--- config.mk ---
export PLATFORM = sky130hd
export DESIGN_NAME = keypad_code_lock
export DESIGN_NICKNAME = d
export VERILOG_FILES = /design/src/hdl/kcl_pkg.sv /design/src/hdl/kcl_code_regs.sv /design/src/hdl/kcl_lock_core.sv /design/src/hdl/keypad_code_lock.sv
export SDC_FILE = /design/constraint.sdc
export NUM_CORES = 1
export LEC_CHECK = 0
export ABC_AREA = 1
export BUFFER_PORTS_ARGS = -buffer_cell sky130_fd_sc_hd__buf_4
export CAP_MARGIN = 20
export CORE_ASPECT_RATIO = 1.1
export CORE_MARGIN = 2
export CORE_UTILIZATION = 57
export DETAILED_ROUTE_END_ITERATION = 12
export GPL_TIMING_DRIVEN = 0
export PLACE_DENSITY = 0.78
export SLEW_MARGIN = 20
export SYNTH_ARGS = -nofsm -noshare
export SYNTH_HDL_FRONTEND = slang
export SYNTH_HIERARCHICAL = 1
export SYNTH_SLANG_ARGS = --single-unit
export TNS_END_PERCENT = 50
--- constraint.sdc ---
create_clock -name clk_i -period 2.35 [get_ports clk_i]
set_input_delay 0.5875 -clock clk_i [delete_from_list [all_inputs] [get_ports clk_i]]
set_output_delay 0.5875 -clock clk_i [all_outputs]
set_load 0.1 [all_outputs]
--- src/hdl/kcl_pkg.sv ---
// kcl_pkg: shared types and constants for the keypad code lock
// request and response structs, mode and result codes, code reset values
// no dependencies
package kcl_pkg;

  // digit and code geometry
  localparam int DIGIT_W         = 3;
  localparam int NUM_CODE_REGS   = 4;
  localparam int CODE_LENGTH_DEF = 4;
  localparam int CFG_IDX_W       = 2;
  localparam int HELD_W          = 2;
  localparam int BLINK_CNT_W     = 2;

  // reset value of the code registers, first digit at index 0
  localparam logic [NUM_CODE_REGS-1:0][DIGIT_W-1:0] CODE_RESET =
    {3'd4, 3'd1, 3'd2, 3'd3};

  // blink stops once the light has gone low this many times
  localparam logic [BLINK_CNT_W-1:0] BLINK_LAST = 2'd3;

  // item kinds
  typedef enum logic [1:0] {
    MODE_KEY    = 2'd0,
    MODE_REMOTE = 2'd1,
    MODE_POLL   = 2'd2,
    MODE_BLINK  = 2'd3
  } mode_e;

  // outcome of a code entry
  typedef enum logic [1:0] {
    RES_NONE   = 2'd0,
    RES_ACCEPT = 2'd1,
    RES_REJECT = 2'd2
  } entry_result_e;

  // input request
  typedef struct packed {
    mode_e              mode;
    logic [DIGIT_W-1:0] key_digit;
    logic               remote_bit;
    logic               button_level;
  } in_req_t;

  // output response
  typedef struct packed {
    logic              is_locked;
    logic              error_light;
    entry_result_e     entry_result;
    logic [HELD_W-1:0] digits_held;
  } out_rsp_t;

endpackage

--- src/hdl/kcl_code_regs.sv ---
// kcl_code_regs: configuration registers that hold the unlock code
// uses kcl_pkg; positions past the last register read as zero
module kcl_code_regs #(
  parameter int CODE_LENGTH = kcl_pkg::CODE_LENGTH_DEF
) (
  input  logic                                         clk_i,
  input  logic                                         rst_ni,
  input  logic                                         cfg_we_i,
  input  logic [kcl_pkg::CFG_IDX_W-1:0]                cfg_idx_i,
  input  logic [kcl_pkg::DIGIT_W-1:0]                  cfg_data_i,
  output logic [CODE_LENGTH-1:0][kcl_pkg::DIGIT_W-1:0] code_o
);

  for (genvar i = 0; i < CODE_LENGTH; i++) begin : g_pos
    if (i < kcl_pkg::NUM_CODE_REGS) begin : g_reg
      logic [kcl_pkg::DIGIT_W-1:0] digit_q;

      // one code digit, written by index
      always_ff @(posedge clk_i or negedge rst_ni) begin
        if (!rst_ni) begin
          digit_q <= kcl_pkg::CODE_RESET[i];
        end else if (cfg_we_i && (cfg_idx_i == kcl_pkg::CFG_IDX_W'(i))) begin
          digit_q <= cfg_data_i;
        end
      end

      assign code_o[i] = digit_q;
    end else begin : g_zero
      // no register behind this position
      assign code_o[i] = '0;
    end
  end

endmodule

--- src/hdl/kcl_lock_core.sv ---
// kcl_lock_core: lock state, digit store, blink control and result logic
// uses kcl_pkg; one request is applied per fire_i pulse
module kcl_lock_core #(
  parameter int CODE_LENGTH = kcl_pkg::CODE_LENGTH_DEF
) (
  input  logic                                         clk_i,
  input  logic                                         rst_ni,
  input  logic                                         fire_i,
  input  kcl_pkg::in_req_t                             req_i,
  input  logic [CODE_LENGTH-1:0][kcl_pkg::DIGIT_W-1:0] code_i,
  output kcl_pkg::out_rsp_t                            rsp_o
);

  localparam int CNT_W = (CODE_LENGTH > 1) ? $clog2(CODE_LENGTH) : 1;
  localparam logic [CNT_W-1:0] CNT_LAST = CNT_W'(CODE_LENGTH - 1);

  logic [CODE_LENGTH-1:0][kcl_pkg::DIGIT_W-1:0] entered_q;
  logic [CODE_LENGTH-1:0]                       pos_ok;
  logic [CNT_W-1:0]                             count_q, count_d;
  logic                                         locked_q, locked_d;
  logic                                         prev_btn_q, prev_btn_d;
  logic                                         blink_q, blink_d;
  logic [kcl_pkg::BLINK_CNT_W-1:0]              blink_cnt_q, blink_cnt_d, blink_inc;
  logic                                         err_q, err_d;
  logic                                         key_fire, code_done, code_match;
  kcl_pkg::entry_result_e                       result;

  assign key_fire  = fire_i && (req_i.mode == kcl_pkg::MODE_KEY);
  assign code_done = (count_q == CNT_LAST);

  // digit store and per-position compare, last position taken from the key
  for (genvar i = 0; i < CODE_LENGTH; i++) begin : g_digit
    always_ff @(posedge clk_i) begin
      if (key_fire && (count_q == CNT_W'(i))) begin
        entered_q[i] <= req_i.key_digit;
      end
    end

    if (i == CODE_LENGTH - 1) begin : g_last
      assign pos_ok[i] = (req_i.key_digit == code_i[i]);
    end else begin : g_held
      assign pos_ok[i] = (entered_q[i] == code_i[i]);
    end
  end

  assign code_match = &pos_ok;
  assign blink_inc  = blink_cnt_q + kcl_pkg::BLINK_CNT_W'(1);

  // next state and result
  always_comb begin
    count_d     = count_q;
    locked_d    = locked_q;
    prev_btn_d  = prev_btn_q;
    blink_d     = blink_q;
    blink_cnt_d = blink_cnt_q;
    err_d       = err_q;
    result      = kcl_pkg::RES_NONE;
    case (req_i.mode)
      kcl_pkg::MODE_KEY: begin
        if (code_done) begin
          count_d = '0;
          if (code_match) begin
            result   = kcl_pkg::RES_ACCEPT;
            locked_d = 1'b0;
          end else begin
            result      = kcl_pkg::RES_REJECT;
            blink_d     = 1'b1;
            blink_cnt_d = '0;
          end
        end else begin
          count_d = count_q + CNT_W'(1);
        end
      end
      kcl_pkg::MODE_REMOTE: begin
        if (req_i.remote_bit) begin
          locked_d = 1'b0;
        end
      end
      kcl_pkg::MODE_POLL: begin
        if (req_i.button_level && prev_btn_q) begin
          locked_d = 1'b1;
        end
        prev_btn_d = req_i.button_level;
      end
      kcl_pkg::MODE_BLINK: begin
        if (blink_q) begin
          err_d = !err_q;
          // count a low transition, stop after the last one
          if (err_q) begin
            if (blink_inc == kcl_pkg::BLINK_LAST) begin
              blink_cnt_d = '0;
              blink_d     = 1'b0;
            end else begin
              blink_cnt_d = blink_inc;
            end
          end
        end
      end
      default: begin
        result = kcl_pkg::RES_NONE;
      end
    endcase
  end

  // state registers
  always_ff @(posedge clk_i or negedge rst_ni) begin
    if (!rst_ni) begin
      count_q     <= '0;
      locked_q    <= 1'b1;
      prev_btn_q  <= 1'b0;
      blink_q     <= 1'b0;
      blink_cnt_q <= '0;
      err_q       <= 1'b0;
    end else if (fire_i) begin
      count_q     <= count_d;
      locked_q    <= locked_d;
      prev_btn_q  <= prev_btn_d;
      blink_q     <= blink_d;
      blink_cnt_q <= blink_cnt_d;
      err_q       <= err_d;
    end
  end

  // response for the request being applied
  always_comb begin
    rsp_o              = '0;
    rsp_o.is_locked    = locked_d;
    rsp_o.error_light  = err_d;
    rsp_o.entry_result = result;
    rsp_o.digits_held  = kcl_pkg::HELD_W'(count_d);
  end

endmodule

--- src/hdl/keypad_code_lock.sv ---
// Keypad code lock. A request is taken into an input register; once the output register is
// free the lock logic applies it in one pass and the response lands in an output register,
// so one request can be accepted every cycle while in_stall_o is low. in_stall_o rises
// only when the output register holds a response that the receiver is stalling and the
// input register is also full. The code digits are written through the cfg port and
// take effect for the next request.
//
// keypad_code_lock: top level with input and output registers around the lock core
// uses kcl_pkg, kcl_code_regs, kcl_lock_core
module keypad_code_lock #(
  parameter int CODE_LENGTH = kcl_pkg::CODE_LENGTH_DEF
) (
  input  logic                          clk_i,
  input  logic                          rst_ni,
  input  logic                          cfg_we_i,
  input  logic [kcl_pkg::CFG_IDX_W-1:0] cfg_idx_i,
  input  logic [kcl_pkg::DIGIT_W-1:0]   cfg_data_i,
  input  logic                          in_valid_i,
  output logic                          in_stall_o,
  input  kcl_pkg::in_req_t              in_req_i,
  output logic                          out_valid_o,
  input  logic                          out_stall_i,
  output kcl_pkg::out_rsp_t             out_rsp_o
);

  logic [CODE_LENGTH-1:0][kcl_pkg::DIGIT_W-1:0] code;
  logic                                         s1_valid_q;
  kcl_pkg::in_req_t                             s1_q;
  logic                                         out_valid_q;
  kcl_pkg::out_rsp_t                            out_q;
  kcl_pkg::out_rsp_t                            rsp;
  logic                                         out_free, fire, in_acc;

  kcl_code_regs #(
    .CODE_LENGTH(CODE_LENGTH)
  ) u_code_regs (
    .clk_i     (clk_i),
    .rst_ni    (rst_ni),
    .cfg_we_i  (cfg_we_i),
    .cfg_idx_i (cfg_idx_i),
    .cfg_data_i(cfg_data_i),
    .code_o    (code)
  );

  kcl_lock_core #(
    .CODE_LENGTH(CODE_LENGTH)
  ) u_lock_core (
    .clk_i (clk_i),
    .rst_ni(rst_ni),
    .fire_i(fire),
    .req_i (s1_q),
    .code_i(code),
    .rsp_o (rsp)
  );

  // handshake control
  assign out_free   = !out_valid_q || !out_stall_i;
  assign fire       = s1_valid_q && out_free;
  assign in_stall_o = s1_valid_q && !out_free;
  assign in_acc     = in_valid_i && !in_stall_o;

  // input register
  always_ff @(posedge clk_i or negedge rst_ni) begin
    if (!rst_ni) begin
      s1_valid_q <= 1'b0;
    end else if (in_acc) begin
      s1_valid_q <= 1'b1;
    end else if (fire) begin
      s1_valid_q <= 1'b0;
    end
  end

  always_ff @(posedge clk_i) begin
    if (in_acc) begin
      s1_q <= in_req_i;
    end
  end

  // output register
  always_ff @(posedge clk_i or negedge rst_ni) begin
    if (!rst_ni) begin
      out_valid_q <= 1'b0;
    end else if (fire) begin
      out_valid_q <= 1'b1;
    end else if (!out_stall_i) begin
      out_valid_q <= 1'b0;
    end
  end

  always_ff @(posedge clk_i) begin
    if (fire) begin
      out_q <= rsp;
    end
  end

  assign out_valid_o = out_valid_q;
  assign out_rsp_o   = out_q;

  // checks
  a_stall_needs_item: assert property (@(posedge clk_i) disable iff (!rst_ni)
    in_stall_o |-> s1_valid_q)
    else $error("input stalled with an empty input register");

  a_fire_fills_out: assert property (@(posedge clk_i) disable iff (!rst_ni)
    fire |=> out_valid_q)
    else $error("applied request did not reach the output register");

  a_accept_unlocks: assert property (@(posedge clk_i) disable iff (!rst_ni)
    (out_valid_o && (out_rsp_o.entry_result == kcl_pkg::RES_ACCEPT))
      |-> !out_rsp_o.is_locked)
    else $error("accepted code left the lock locked");

  a_decided_clears_count: assert property (@(posedge clk_i) disable iff (!rst_ni)
    (out_valid_o && (out_rsp_o.entry_result != kcl_pkg::RES_NONE))
      |-> (out_rsp_o.digits_held == '0))
    else $error("digit count not cleared after a completed code");

endmodule
==> results of run 1 <==
[worst reg2reg max path, stage by stage (launching register included)]
cell and delay [ps]:
dfrtp_1 440, a21oi_2 580, nand2_1 230, nor2_1 280
[cell usage in the layout (no fill, tap or decap)]
cell,Yosys,routed
ha_1,8,8
buf_4,2,23
dfrtp_1,16,16
nand4_1,9,9
a221oi_1,1,1
o21ai_0,7,7
clkinv_2,0,1
buf_6,3,3
nand2_2,1,1
nor2_4,1,1
inv_1,37,37
nand2_1,76,76
a21oi_2,0,1
bufinv_16,0,1
clkbuf_8,0,5
xnor2_1,3,3
edfxtp_1,22,22
a21boi_0,1,1
inv_2,3,3
nor3_2,1,1
or2_1,1,1
buf_12,1,1
nand3_1,14,14
nor2_1,9,9
o22ai_1,2,2
a31oi_1,1,1
nor2_8,1,1
clkbuf_1,0,1
nand3_2,3,3
a21oi_1,3,2
dfstp_2,6,6
[registers in the layout, indices dropped and copies added (netlist names), 2 cells and up]
signal,count
out_rsp_o,6
s1_q,7
u_code_regs/g_pos.g_reg.digit_q,12
u_lock_core/blink_cnt_q,2
u_lock_core/count_q,2
u_lock_core/entered_q,9
[worst min path at each step]
stage	startpoint	endpoint	slack, ps	depth (start not counted)
finish	rst_ni	u_lock_core/count_q[1]	170	1
global route	rst_ni	u_lock_core/count_q[1]	180	1
CTS	rst_ni	u_lock_core/count_q[1]	170	1
detailed placement	u_code_regs/g_pos[1].g_reg.digit_q[1]	u_code_regs/g_pos[1].g_reg.digit_q[1]	470	2
global placement	u_code_regs/g_pos[2].g_reg.digit_q[0]	u_code_regs/g_pos[2].g_reg.digit_q[0]	460	2
floorplan	rst_ni	out_valid_o	290	0
[final cells by class]
type / instances / area share, %
sequential: 44 / 48.6
multi-input combinational: 142 / 29.7
timing repair buffer: 21 / 6.28
inverter: 40 / 5.98
clock buffer: 6 / 2.89
buffer: 6 / 2.74
tap: 50 / 2.49
clock inverter: 2 / 1.40
[routing by layer]
metal | GRT usage [%] | vias to the layer above | part of all wire (%)
met5 | 0 | - | 0
met3 | 5.19 | 6 | 4.7
met1 | 23.8 | 668 | 45
met2 | 33.6 | 33 | 48
met4 | 8.33 | 0 | 1.9
li1 | - | 795 | -
[cells by family (layout without fill, tap and decap cells)]
group	after synthesis	in the layout	synth area share [%]
and+or+nand+nor	116	116	24.3
xor gates and xnor gates	3	3	1.21
DFF	44	44	55.9
buffers and inverters	46	75	10.1
adders and majority gates	8	8	4.60
AOI/OAI and AO/OA	15	15	3.91
[where the power goes]
group	switching [mW]	total [mW]	internal, mW
sequential	0.0740	1.02	0.942
clock	0.241	0.556	0.315
combinational	0.348	0.516	0.168
[per-stage QoR]
stage	hold slack (ps)	std cells	setup WS [ps]
3_3_place_gp	462	303	-45.5
2_1_floorplan	292	232	25.7
6_report	169	311	493
5_1_grt	178	311	383
3_5_place_dp	467	303	-121
4_1_cts	171	311	115
==> run metrics, run 1 <==
Worst Tran Pin Value=704 ps; cell with the most instances after synthesis=nand2_1; Top-Level Pins=25; total power=2.09 mW; Design Area, Final=0.00251 sq mm; clock sink total=44; Max Cap Viol=0; Yosys warnings=6; Synth top cells by count=76 x nand2_1, 37 x inv_1, 22 x edfxtp_1; CTS root buf=clkbuf_8; HP Class=primary input to async pin; Max Root-Sink Buffers=2; ranking of synthesized cells by area=edfxtp_1 30%, dfrtp_1 18%, nand2_1 13%, dfstp_2 7.2%, inv_1 6.4%; Setup Buffers After CTS=0; Crit path max-delay family=compound AO/OA/AOI/OAI gates; Worst Path Buf+Inv=0; Max H-tree Level=2; worst setup path startpoint=out_valid_o; critical path depth in cells=3; Avg Vias per Cell=4.83; Fin Clk Skew=8.84 ps; Post-Synthesis Cell Area=0.00218 sq mm; Crit Path Category=flop to flop; global-route wire length before repair=around 6400 um; drt first-iter violations=68; Slew Viols, Final=0; DR WL/cell=11.0 um; DRC viols=0; crit start category=flop; leakage=1.21 nW; RSZ-0062 raised after global routing=false; placed wire-length estimate=between 2000 and 3000 um; #FFs+latches synth=44; Synth Flop Type=edfxtp_1; CTS clk-pin slew, worst paths=80 ps; Crit Reg-Reg Startpoint=out_valid_o; Final Util=68.7%; area grow syn2layout=15.2%; total track usage=19.6%; period utilization=79.0%; Avg Cell Area, Syn=9.39 sq um; ratio of cells with drive above 1 in the final layout=19.5%; pin count of the biggest net entering global routing=23; Yosys cell types=26; final hold viol count=0; global route overflow=0; FILL cells=between 200 and 300; GP Congestion=0.778; terminus of the critical flop-to-flop path=u_lock_core/entered_q[7]; # setup viols final=0; Clk Latency, worst-skew pair=300 ps; Cells after Synth=232; initial antenna violation count=0; Core ar.=0.00365 sq mm; CTS Buf Count=5; area leader, netlist=edfxtp_1; vias in the first global route=1524; PostCTS Resize Cnt=0; die area=0.00433 sq mm; multi-input logic area=744 sq um; number of synthesized flops with an enable pin=22; PortBufs=21; setup TNS=0 ps; hold buffers post-CTS=0; Die Y=68.8 um; reg2reg setup slack=490 ps; Initial Util=59.6%; sequential area share after synthesis=between 50% and 60%; worst-path cell chain=a21oi_2 > nand2_1 > nor2_1; CP Capture Point=u_lock_core/entered_q[7]; Rel. slew slack=53.0%; CTS tree=done; final WL=3440 um; slowest cell on the critical path=a21oi_2; Post-Syn Nets=~260; Die X=62.9 um; maximum VDD drop=approximately 620 uV; Pre-antenna DRT Iters=5; Critical Path AT=1830 ps; max frequency=roughly 0.54 GHz; antenna-violating nets left=0; Reg area=between 0.001 and 0.0015 sq mm; via count=1502; dpl cell area=0.00240 sq mm; async set-or-reset flop fraction in the synthesized netlist=50.0%; CP required=2320 ps; Period minus WS final=1860 ps; status=finished clean; endpoint class of the critical path=flop; CP Max Fanout=13; Critical Path Max Stage Delay=580 ps; Synth top area share=30.3%; pwr/cell area=832 mW/mm^2; Antenna Cells=0; worst reg2reg path depth=3; # nets final=285; Core Rows=23
Note: power is estimated with default switching activity, not from simulation.
==> run 2, diff against run 1 <==
Settings changed: CORE_UTILIZATION 57 to 52, PLACE_DENSITY 0.78 to 0.75.
Clock period 2.35 ns to 1.51 ns, I/O delays scaled along.
==> run metrics, run 2 (same netlist as run 1, synthesis figures left out) <==
DRC viols=0 (unchanged); CTS tree=done (unchanged); final hold viol count=0 (unchanged); Metal-1 WL=1720 um (was 1560 um); Worst Tran Pin Value=293 ps (was 704 ps); # nets final=298 (was 285); violated checks=setup timing; Crit Path Category=flop to output pin (was flop to flop); routed length on met3=134 um (was 163 um); Reg area=0.00122 sq mm (about the same); vias in the first global route=1517 (was 1524); Initial Util=54.5% (was 59.6%); Design Area, Final=0.00278 sq mm (was 0.00251 sq mm); Critical Path AT=1190 ps (was 1830 ps); final cell count without fillers=326 (was 311); Die Y=71.9 um (was 68.8 um); Fin Clk Skew=6.86 ps (was 8.84 ps); area grow syn2layout=27.4% (was 15.2%); worst hold slack=259 ps (was 169 ps); worst-path cell chain=nand3_4 > clkinvlp_4 > buf_12 (was a21oi_2 > nand2_1 > nor2_1); Max H-tree Level=2 (unchanged); Net Sw Power=1.11 mW (was 663 uW); clock sink total=44 (unchanged); Pre-antenna DRT Iters=4 (was 5); crit start category=flop (unchanged); RSZ-0062 raised after global routing=true (was false); total track usage=18.1% (was 19.6%); antenna-violating nets left=0 (unchanged); Avg Vias per Cell=4.93 (was 4.83); Core ar.=0.00399 sq mm (was 0.00365 sq mm); met2 WL=1890 um (was 1650 um); largest registers=u_code_regs/g_pos.g_reg.digit_q: 12 flops, u_lock_core/entered_q: 9 flops, s1_q: 7 flops (unchanged); max frequency=0.640 GHz; uppermost layer routed=met4 (unchanged); Critical Path Max Stage Delay=520 ps (was 580 ps); placed wire-length estimate=2600 um (was 2590 um); Max Root-Sink Buffers=2 (unchanged); Comb power frac=27.9% (was 24.7%); min-delay src=in_req_i[1]; PortBufs=21 (unchanged); Rel. slew slack=80.5% (was 53.0%); Antenna Cells=0 (unchanged); total power=3.38 mW (was 2.09 mW); max reg flops=12 (unchanged); # setup viols final=1 (was 0); HP Class=primary input to flop (was primary input to async pin); worst setup margin=-53.0 ps (was 493 ps); Cells after DPL=305 (was 303); Clk Latency, worst-skew pair=290 ps (was 300 ps); fraction of power spent switching nets=32.7% (was 31.7%); maximum VDD drop=913 uV (was 624 uV); DP Worst Slack=-163 ps (was -121 ps); CP Max Fanout=4 (was 13); endpoint class of the critical path=output pin (was flop); DR WL/cell=11.7 um (was 11.0 um); Slew Viols, Final=0 (unchanged); pin count of the biggest net entering global routing=23 (unchanged); setup TNS=-53.0 ps (was 0 ps); Top-Level Pins=25 (unchanged); slowest cell on the critical path=dfrtp_4 (was a21oi_2); worst setup path startpoint=out_valid_o (unchanged); pwr/cell area=1220 mW/mm^2 (was 832 mW/mm^2); Biggest register=u_code_regs/g_pos.g_reg.digit_q (unchanged); final WL=3820 um (was 3440 um); period utilization=104%; CTS Buf Count=5 (unchanged); Crit path max-delay family=flip-flops (was compound AO/OA/AOI/OAI gates); commonest non-fill, non-tap cells in the layout=71 x nand2_1, 33 x inv_1, 31 x buf_4 (was 76 x nand2_1, 37 x inv_1, 23 x buf_4); power share of the clock group=25.1% (was 26.6%); Final Util=69.5% (was 68.7%); Die X=65.7 um (was 62.9 um); GP Congestion=0.764 (was 0.778); CTS clk-pin slew, worst paths=80 ps (about the same); CP required=1130 ps (was 2320 ps); commonest non-fill, non-tap cell in the layout=nand2_1 (unchanged); multi-input logic area=860 sq um (was 744 sq um); Int Power=2.28 mW (was 1.43 mW); dpl cell area=0.00243 sq mm (was 0.00240 sq mm); drt first-iter violations=79 (was 68); Crit Reg-Reg Startpoint=s1_q[6] (was out_valid_o); initial antenna violation count=0 (unchanged); leakage=1.28 nW (was 1.21 nW); die area=0.00472 sq mm (was 0.00433 sq mm); Worst Path Buf+Inv=2 (was 0); Period minus WS final=1560 ps; status=finished with violations (was finished clean); ratio of cells with drive above 1 in the final layout=31.0% (was 19.5%); Seq pwr share=47.1% (was 48.7%); Core Rows=24 (was 23); via count=1608 (was 1502); global route overflow=0 (unchanged); FILL cells=276 (was 293); CTS root buf=clkbuf_8 (unchanged); Max Cap Viol=0 (unchanged); global-route wire length before repair=6430 um (was 6420 um)
## run 2: changes by cell type in the layout (fill, tap and decap cells not counted), sizes merged
cell,previous run,this run
clkinvlp,0,1
inv,40,39
buf,27,39
clkinv,1,2
dlygate4sd3,0,1
clkbuf,6,5
## run 2: worst reg2reg max path, delay by kind of cell, from the launching register on
| kind | cells | cell delay (ps) |
|---|---|---|
| compound gates | 1 | 70 |
| flops | 1 | 390 |
| simple gates | 4 | 430 |
| buf+inv | 3 | 310 |
| fa+ha+maj | 1 | 170 |
## run 2: path summary, 6_finish.rpt
| path | end | slack, ps | cells past startpoint |
|---|---|---|---|
| worst max register to register | u_lock_core/blink_cnt_q[1] | 10 | 9 |
| worst min register to register | u_code_regs/g_pos[0].g_reg.digit_q[1] | 480 | 2 |
| max in group asynchronous | u_code_regs/g_pos[0].g_reg.digit_q[0] | 720 | 2 |
| worst max-delay path | in_stall_o | -50 | 3 |
| min in group asynchronous | u_lock_core/blink_q | 510 | 2 |
| worst min-delay path | s1_q[1] | 260 | 1 |
## run 2: layer usage
layer	up-vias	GRT usage, %
li1	825	-
met1	740	23.8
met2	33	28.8
met3	10	3.30
met4	0	9.03
met5	-	0
## run 2: layout make-up
class | instances | share of cell area [%]
multi-input cells | 142 | 31.0
repair buffers | 35 | 11.0
flip-flops and latches | 44 | 44.0
well taps | 52 | 2.34
inverters | 40 | 5.55
clock buffers | 5 | 2.48
clock inverters | 3 | 1.35
plain buffers | 5 | 2.21
## run 2: repair_timing
item                                    in CTS  in global routing
hold buffers                                 1                  0
endpoints found under the setup margin      14                 13
gates resized for setup                     11                 20
pin swaps                                    6                  9
hold endpoints to repair                    16                  0
buffers inserted                             6                  8
## run 2: power by group through the flow
stage / Clock, mW / Combinational, mW / Sequential [mW]
2_1_floorplan: 0 / 0.453 / 1.79
3_3_place_gp: 0 / 0.800 / 1.61
3_5_place_dp: 0 / 0.829 / 1.61
4_1_cts: 0.866 / 0.857 / 1.59
5_1_grt: 0.941 / 1.04 / 1.62
6_report: 0.848 / 0.942 / 1.59
==> run 3, diff against run 2 <==
Settings changed: CORE_UTILIZATION 52 to 57, PLACE_DENSITY 0.75 to 0.78, REMOVE_ABC_BUFFERS set to 1.
Clock period 1.51 ns to 1.6 ns, I/O delays scaled along.
==> run metrics, run 3 (same netlist as run 1, synthesis figures left out) <==
Top-Level Pins=25 (unchanged); Max Root-Sink Buffers=2 (unchanged); # setup viols final=0 (was 1); die area=0.00433 sq mm (was 0.00472 sq mm); Critical Path AT=1110 ps (was 1190 ps); # nets final=286 (was 298); global route overflow=0 (unchanged); Max H-tree Level=2 (unchanged); GP Congestion=0.756 (was 0.764); CTS root buf=clkbuf_8 (unchanged); commonest non-fill, non-tap cells in the layout=75 x nand2_1, 37 x inv_1, 26 x buf_4 (was 71 x nand2_1, 33 x inv_1, 31 x buf_4); total track usage=18.1% (about the same); Slew Viols, Final=0 (unchanged); CP Max Fanout=4 (unchanged); total power=2.90 mW (was 3.38 mW); pin count of the biggest net entering global routing=23 (unchanged); Max Cap Viol=0 (unchanged); Clk Latency, worst-skew pair=280 ps (was 290 ps); status=finished clean (was finished with violations); commonest non-fill, non-tap cell in the layout=nand2_1 (unchanged); global-route wire length before repair=6020 um (was 6430 um); final cell count without fillers=312 (was 326); ratio of cells with drive above 1 in the final layout=22.5% (was 31.0%); Period minus WS final=1510 ps; terminus of the critical flop-to-flop path=u_lock_core/blink_cnt_q[0] (was u_lock_core/blink_cnt_q[1]); clock sink total=44 (unchanged); HP Class=primary input to flop (unchanged); max reg flops=12 (unchanged); initial antenna violation count=0 (unchanged); Design Area, Final=0.00250 sq mm (was 0.00278 sq mm); CP Capture Point=in_stall_o (unchanged); Crit Path Category=flop to output pin (unchanged); Avg Vias per Cell=4.87 (was 4.93); DRC viols=0 (unchanged); largest registers=u_code_regs/g_pos.g_reg.digit_q: 12 flops, u_lock_core/entered_q: 9 flops, s1_q: 7 flops (unchanged); most used routing layer=met2 (unchanged); Die X=62.9 um (was 65.7 um); DP Worst Slack=-659 ps (was -163 ps); leakage=1.20 nW (was 1.28 nW); antenna-violating nets left=0 (unchanged); Core ar.=0.00365 sq mm (was 0.00399 sq mm); Cells after DPL=300 (was 305); endpoint class of the critical path=output pin (unchanged); FILL cells=305 (was 276); final hold viol count=0 (unchanged); Rel. slew slack=75.8% (was 80.5%); GR Layer Usage met2=32.2% (was 28.8%); Crit Reg-Reg Startpoint=s1_q[5] (was s1_q[6]); worst setup margin=94.1 ps (was -53.0 ps); Fin Clk Skew=3.27 ps (was 6.86 ps); Worst Tran Pin Value=363 ps (was 293 ps); via count=1518 (was 1608); GRT met1 Usage=22.3% (was 23.8%); M3 GR Usage=3.41% (was 3.30%); CTS tree=done (unchanged); worst setup path startpoint=out_valid_o (unchanged); reg2reg setup slack=100 ps (was 10 ps); PortBufs=24 (was 21); crit start category=flop (unchanged); placed wire-length estimate=2550 um (was 2600 um); max frequency=0.664 GHz; CTS clk-pin slew, worst paths=80 ps (about the same); Biggest register=u_code_regs/g_pos.g_reg.digit_q (unchanged); RSZ-0062 raised after global routing=true (unchanged); setup TNS=0 ps (was -53.0 ps); final WL=3490 um (was 3820 um); area grow syn2layout=14.9% (was 27.4%); dpl cell area=0.00235 sq mm (was 0.00243 sq mm); period utilization=between 90% and 100%; DR WL/cell=11.2 um (was 11.7 um); vias in the first global route=1406 (was 1517); Initial Util=59.6% (was 54.5%); maximum VDD drop=967 uV (was 913 uV); worst hold slack=286 ps (was 259 ps); Die Y=68.8 um (was 71.9 um); drt first-iter violations=89 (was 79); worst reg2reg path depth=7 (was 9); Final Util=68.5% (was 69.5%); pwr/cell area=1160 mW/mm^2 (was 1220 mW/mm^2); Pre-antenna DRT Iters=4 (unchanged); Antenna Cells=0 (unchanged); Core Rows=23 (was 24); CP required=1200 ps (was 1130 ps); CTS Buf Count=5 (unchanged)
==> run 3: changes by cell type in the layout (fill, tap and decap cells not counted), sizes merged <==
cell	delta
clkinv	+1
clkinvlp	-1
buf	-12
inv	+1
bufinv	-1
==> run 3: worst min-delay path by stage <==
stage,startpoint,to,slack (ps),cells after the start
finish,in_req_i[5],s1_q[5],290,1
global route,in_req_i[6],s1_q[6],280,1
CTS,in_req_i[5],s1_q[5],280,1
detailed placement,rst_ni,u_code_regs/g_pos[3].g_reg.digit_q[0],310,1
global placement,rst_ni,u_code_regs/g_pos[3].g_reg.digit_q[0],310,1
floorplan,rst_ni,out_valid_o,100,0
==> run 3: critical path: stages (launching register included) <==
cell and delay, ps:
dfrtp_2 420, nand3_2 100, inv_1 80, buf_6 220
==> run 3: repair_timing <==
| item | 4_1_cts | 5_1_grt |
|---|---|---|
| setup buffers | 2 | 1 |
| pin swaps | 1 | 3 |
| hold buffers | 1 | 0 |
| resized for setup | 3 | 9 |
| setup endpoints to repair | 23 | 16 |
| hold endpoints to repair | 6 | 0 |
==> run 3: power breakdown <==
| part | switching (mW) | total (mW) | internal (mW) |
|---|---|---|---|
| Combinational | 0.535 | 0.777 | 0.242 |
| Clock | 0.336 | 0.632 | 0.296 |
| Sequential | 0.111 | 1.50 | 1.38 |
| Total | 0.983 | 2.90 | 1.92 |
==> run 3: cell type report <==
type / instances / area [sq um] / share of cell area [%]
Tap cell: 50 / 62.6 / 2.50
Sequential cell: 44 / 1220 / 48.7
Clock inverter: 3 / 13.8 / 0.550
Inverter: 40 / 150 / 6.00
Timing Repair Buffer: 28 / 216 / 8.65
Clock buffer: 5 / 68.8 / 2.75
Multi-Input combinational cell: 142 / 772 / 30.8
==> run 3: layer usage <==
metal	part of all wire, %	routed length (um)
met5	0	0
met2	50	1750
met1	45	1560
met4	1.5	51
met3	3.5	123
